`src/gasp_ram.sv`:
```
// ----------------------------------------------------------------------------
// gasp_ram
// Generic single-write, single-read RAM with registered read data.
// ----------------------------------------------------------------------------
module gasp_ram #(
    parameter int WIDTH = 8,
    parameter int DEPTH = 16,
    localparam int AW = $clog2(DEPTH)
) (
    input  logic             aclk,
    input  logic             we,
    input  logic [AW-1:0]    waddr,
    input  logic [WIDTH-1:0] wdata,
    input  logic [AW-1:0]    raddr,
    output logic [WIDTH-1:0] rdata
);

    logic [WIDTH-1:0] mem [DEPTH];

    always_ff @(posedge aclk) begin
        if (we) begin
            mem[waddr] <= wdata;
        end
        rdata <= mem[raddr];
    end

endmodule

```
`config.mk`:
```
export PLATFORM = sky130hd
export DESIGN_NAME = gasp_ram
export DESIGN_NICKNAME = d
export VERILOG_FILES = /design/src/gasp_ram.sv
export SDC_FILE = /design/constraint.sdc
export NUM_CORES = 1
export LEC_CHECK = 0
export BUFFER_PORTS_ARGS = -buffer_cell sky130_fd_sc_hd__buf_2
export CORE_ASPECT_RATIO = 0.7
export CORE_MARGIN = 8
export CORE_UTILIZATION = 55
export CTS_BUF_LIST = sky130_fd_sc_hd__clkbuf_4 sky130_fd_sc_hd__clkbuf_8
export CTS_CLUSTER_DIAMETER = 40
export CTS_CLUSTER_SIZE = 16
export DETAILED_ROUTE_END_ITERATION = 10
export PLACE_DENSITY = 0.73
export SLEW_MARGIN = 20
export SYNTH_ARGS = -nofsm -noshare
export SYNTH_HDL_FRONTEND = slang
export SYNTH_SLANG_ARGS = --single-unit
```
`constraint.sdc`:
```
create_clock -name aclk -period 2.6 [get_ports aclk]
set_input_delay 0.65 -clock aclk [delete_from_list [all_inputs] [get_ports aclk]]
set_output_delay 0.65 -clock aclk [all_outputs]
set_load 0.005 [all_outputs]
```
==> metrics.csv <==
stage;metric;value;unit
worst_setup_path;Crit Reg-Reg Endpoint;rdata[0];
logic_synthesis;Synth top area share;74.7;%
cells_and_area;Non-Filler Instances;419;
timing;# setup viols final;0;
cts;Num CTS Buffers;17;
worst_setup_path;critical-path maximum fanout;32;
cts;CTS Sinks;136;
worst_setup_path;Bufs and invs on worst path;2;
worst_setup_path;CP endpoint kind;flop;
cells_and_area;sequential cell area;4000;µm²
die;Die Y;96.9;µm
worst_setup_path;CP max stage cell;mux4_1;
timing;clock skew;10.3;ps
die;core footprint;9070;µm²
worst_setup_path;CP Data Required Time;2920;ps
cells_and_area;Finished Core Util;65.6;%
grt;GRT Residual Overflow;0;
cells_and_area;multi-input logic area;1060;µm²
grt;global-route wire length before repair;14800;µm
grt;GR Util All Layers;16.0;%
worst_setup_path;critical path launch point type;primary input;
cts;clk root buf;clkbuf_8;
logic_synthesis;dominant synthesized flop cell;edfxtp_1;
timing;Max-slew headroom;53.3;%
detailed_routing;Post-route DRC;0;
cells_and_area;Fill cells;606;
worst_setup_path;RR Startpoint;mem[0][0];
timing;Final Slew Violations;0;
detailed_routing;Initial DRC Count;196;
grt;vias in the first global route;2452;
worst_setup_path;FF-to-FF path depth;3;
cells_and_area;layout cell share with drive strength beyond 1;32.2;%
placement;placed cells;387;
logic_synthesis;flops & latches, synth;136;
logic_synthesis;most frequent cells after synthesis;edfxtp_1 (128), mux4_2 (18), a22oi_1 (16);
pwr;Pleak;2.02;nW
timing;Fin Setup TNS;0;ps
cts;worst skew pair latency;430;ps
logic_synthesis;sequential area share after synthesis;77.8;%
cts;Resized Gates After CTS;0;
logic_synthesis;top cell type by total area after synthesis;edfxtp_1;
logic_synthesis;Cells after Synth;229;
grt;largest net degree at the start of global routing;33;
cts;CTS max path bufs;2;
placement;gpl congestion;0.763;
detailed_routing;drt wl/cell;22.9;µm
cts;Post-CTS Setup Inserts;0;
logic_synthesis;syn_area_per_cell;22.5;µm²
timing;min cycle time layout;1700;ps
logic_synthesis;Post-Syn Area;5150;µm²
detailed_routing;routed via count;2409;
timing;Hold Vio Cnt, Final;0;
detailed_routing;antenna-violating nets left;0;
grt;initial antenna violation count;0;
pwr;VDD IR max;0.402;mV
logic_synthesis;Synth area leaders;edfxtp_1 (75%), mux4_2 (7.9%), mux4_1 (7.1%);
die;die width;132;µm
worst_setup_path;CP Cell Sequence;buf_2, buf_12, mux4_1, a22oi_1, nand2_1;
worst_setup_path;Reg2Reg Setup Slack;1210;ps
cts;Worst-path clk slew;80;ps
die;die footprint;12800;µm²
detailed_routing;Routed Wire Length;9600;µm
placement;dpl hpwl;6010;µm
cts;number of hold buffers added after cts;0;
logic_synthesis;number of synthesis warnings;0;
timing;Worst-Margin Slew;697;ps
timing;maximum clock frequency;590;MHz
worst_setup_path;WP data arrival;2010;ps
cts;CTS tree;yes;
cells_and_area;Layout area overhead;15.5;%
cells_and_area;# diodes;0;
detailed_routing;Via density;5.75;
logic_synthesis;Unique masters post-synth;19;
placement;Buffers on Ports;25;
hold_path;Hold Crit Class;in2reg;
logic_synthesis;number of flops mapped to enable cells by yosys;128;
cells_and_area;final net count;300;
worst_setup_path;Largest stage delay, worst path;610;ps
outcome;status;finished, final reports clean;
timing;crit share post-route;65.2;%
flow_run;max_cap viols;0;
worst_setup_path;Setup CP Type;in2reg;
detailed_routing;First-pass DRT Iterations;4;
hold_path;hold endpoint;mem[8][5];
logic_synthesis;most frequent cell after synthesis;edfxtp_1;
pwr;Tot Pwr;4.55;mW
die;initial core utilization;56.7;%
worst_setup_path;family with the most delay on the worst path;multiplexers;
timing;RSZ-0062 raised after global routing;false;
pwr;Pwr Density;765;nW/µm²
hold_path;Worst Hold Depth;1;
die;Ports;26;
cts;H-tree levels;4;
logic_synthesis;asr flop ratio synth;0;%
die;Site Rows;29;
hold_path;hold_sp;wdata[5];
logic_synthesis;Syn Nets;247;
[through the flow]
step	setup slack (ps)	instance area [µm²]	hold slack [ps]
2_1_floorplan	457	5150	629
3_3_place_gp	454	5510	650
3_5_place_dp	450	5510	649
4_1_cts	924	5950	575
5_1_grt	842	5950	577
6_report	904	5950	589
[power by group]
part | switching [mW] | internal, mW | total [mW]
clock network | 0.777 | 1.09 | 1.86
logic | 0.122 | 0.0982 | 0.220
registers | 0.0139 | 2.45 | 2.46
[final cells by class]
cell class	count	area share, %
Clock buffer	19	4.40
Tap cell	124	2.61
Timing Repair Buffer	44	4.92
Multi-Input combinational cell	83	17.8
Clock inverter	13	2.97
Sequential cell	136	67.3
[placed cells by master (no fill, tap or decap), types with 3 or more instances in the layout]
cell type   instances
buf_2              25
bufinv_16           4
nor3_1              4
mux4_2             18
buf_4              17
clkbuf_8           19
mux4_1             14
nand2_1             9
dfxtp_1             8
a22oi_1            16
clkinvlp_4          3
clkinv_2            5
nor2_1             13
edfxtp_1          128
[registers in the layout, summed over array words and instances, names as in the netlist]
register and count:
mem 128, rdata 8
[kinds of logic (layout without fill, tap and decap cells)]
| group | after synthesis | count (layout) | synth area share [%] |
|---|---|---|---|
| and+or+nand+nor | 35 | 35 | 3.18 |
| buffers and inverters | 10 | 76 | 1.68 |
| AOI/OAI and AO/OA | 16 | 16 | 2.33 |
| muxes | 32 | 32 | 15.0 |
| DFF | 136 | 136 | 77.8 |
[worst max-delay path by stage]
stage                     slack [ps]     start  depth (start not counted)   endpoint
after global placement           450  raddr[0]                          5   rdata[0]
after global routing             840  raddr[0]                          5   rdata[0]
final                            900  raddr[0]                          5   rdata[0]
after CTS                        920  raddr[0]                          5   rdata[0]
after floorplan                  460  waddr[2]                          2  mem[0][0]
after detailed placement         450  raddr[0]                          5   rdata[0]
[per-layer routing]
layer	global-route usage [%]	up-vias	share of wire [%]
met5	0	-	0
met1	22.4	1209	43
met2	23.0	113	46
met4	4.66	0	0.71
li1	-	1077	-
met3	6.04	10	11
No activity file was read; power rests on OpenSTA's default activity.
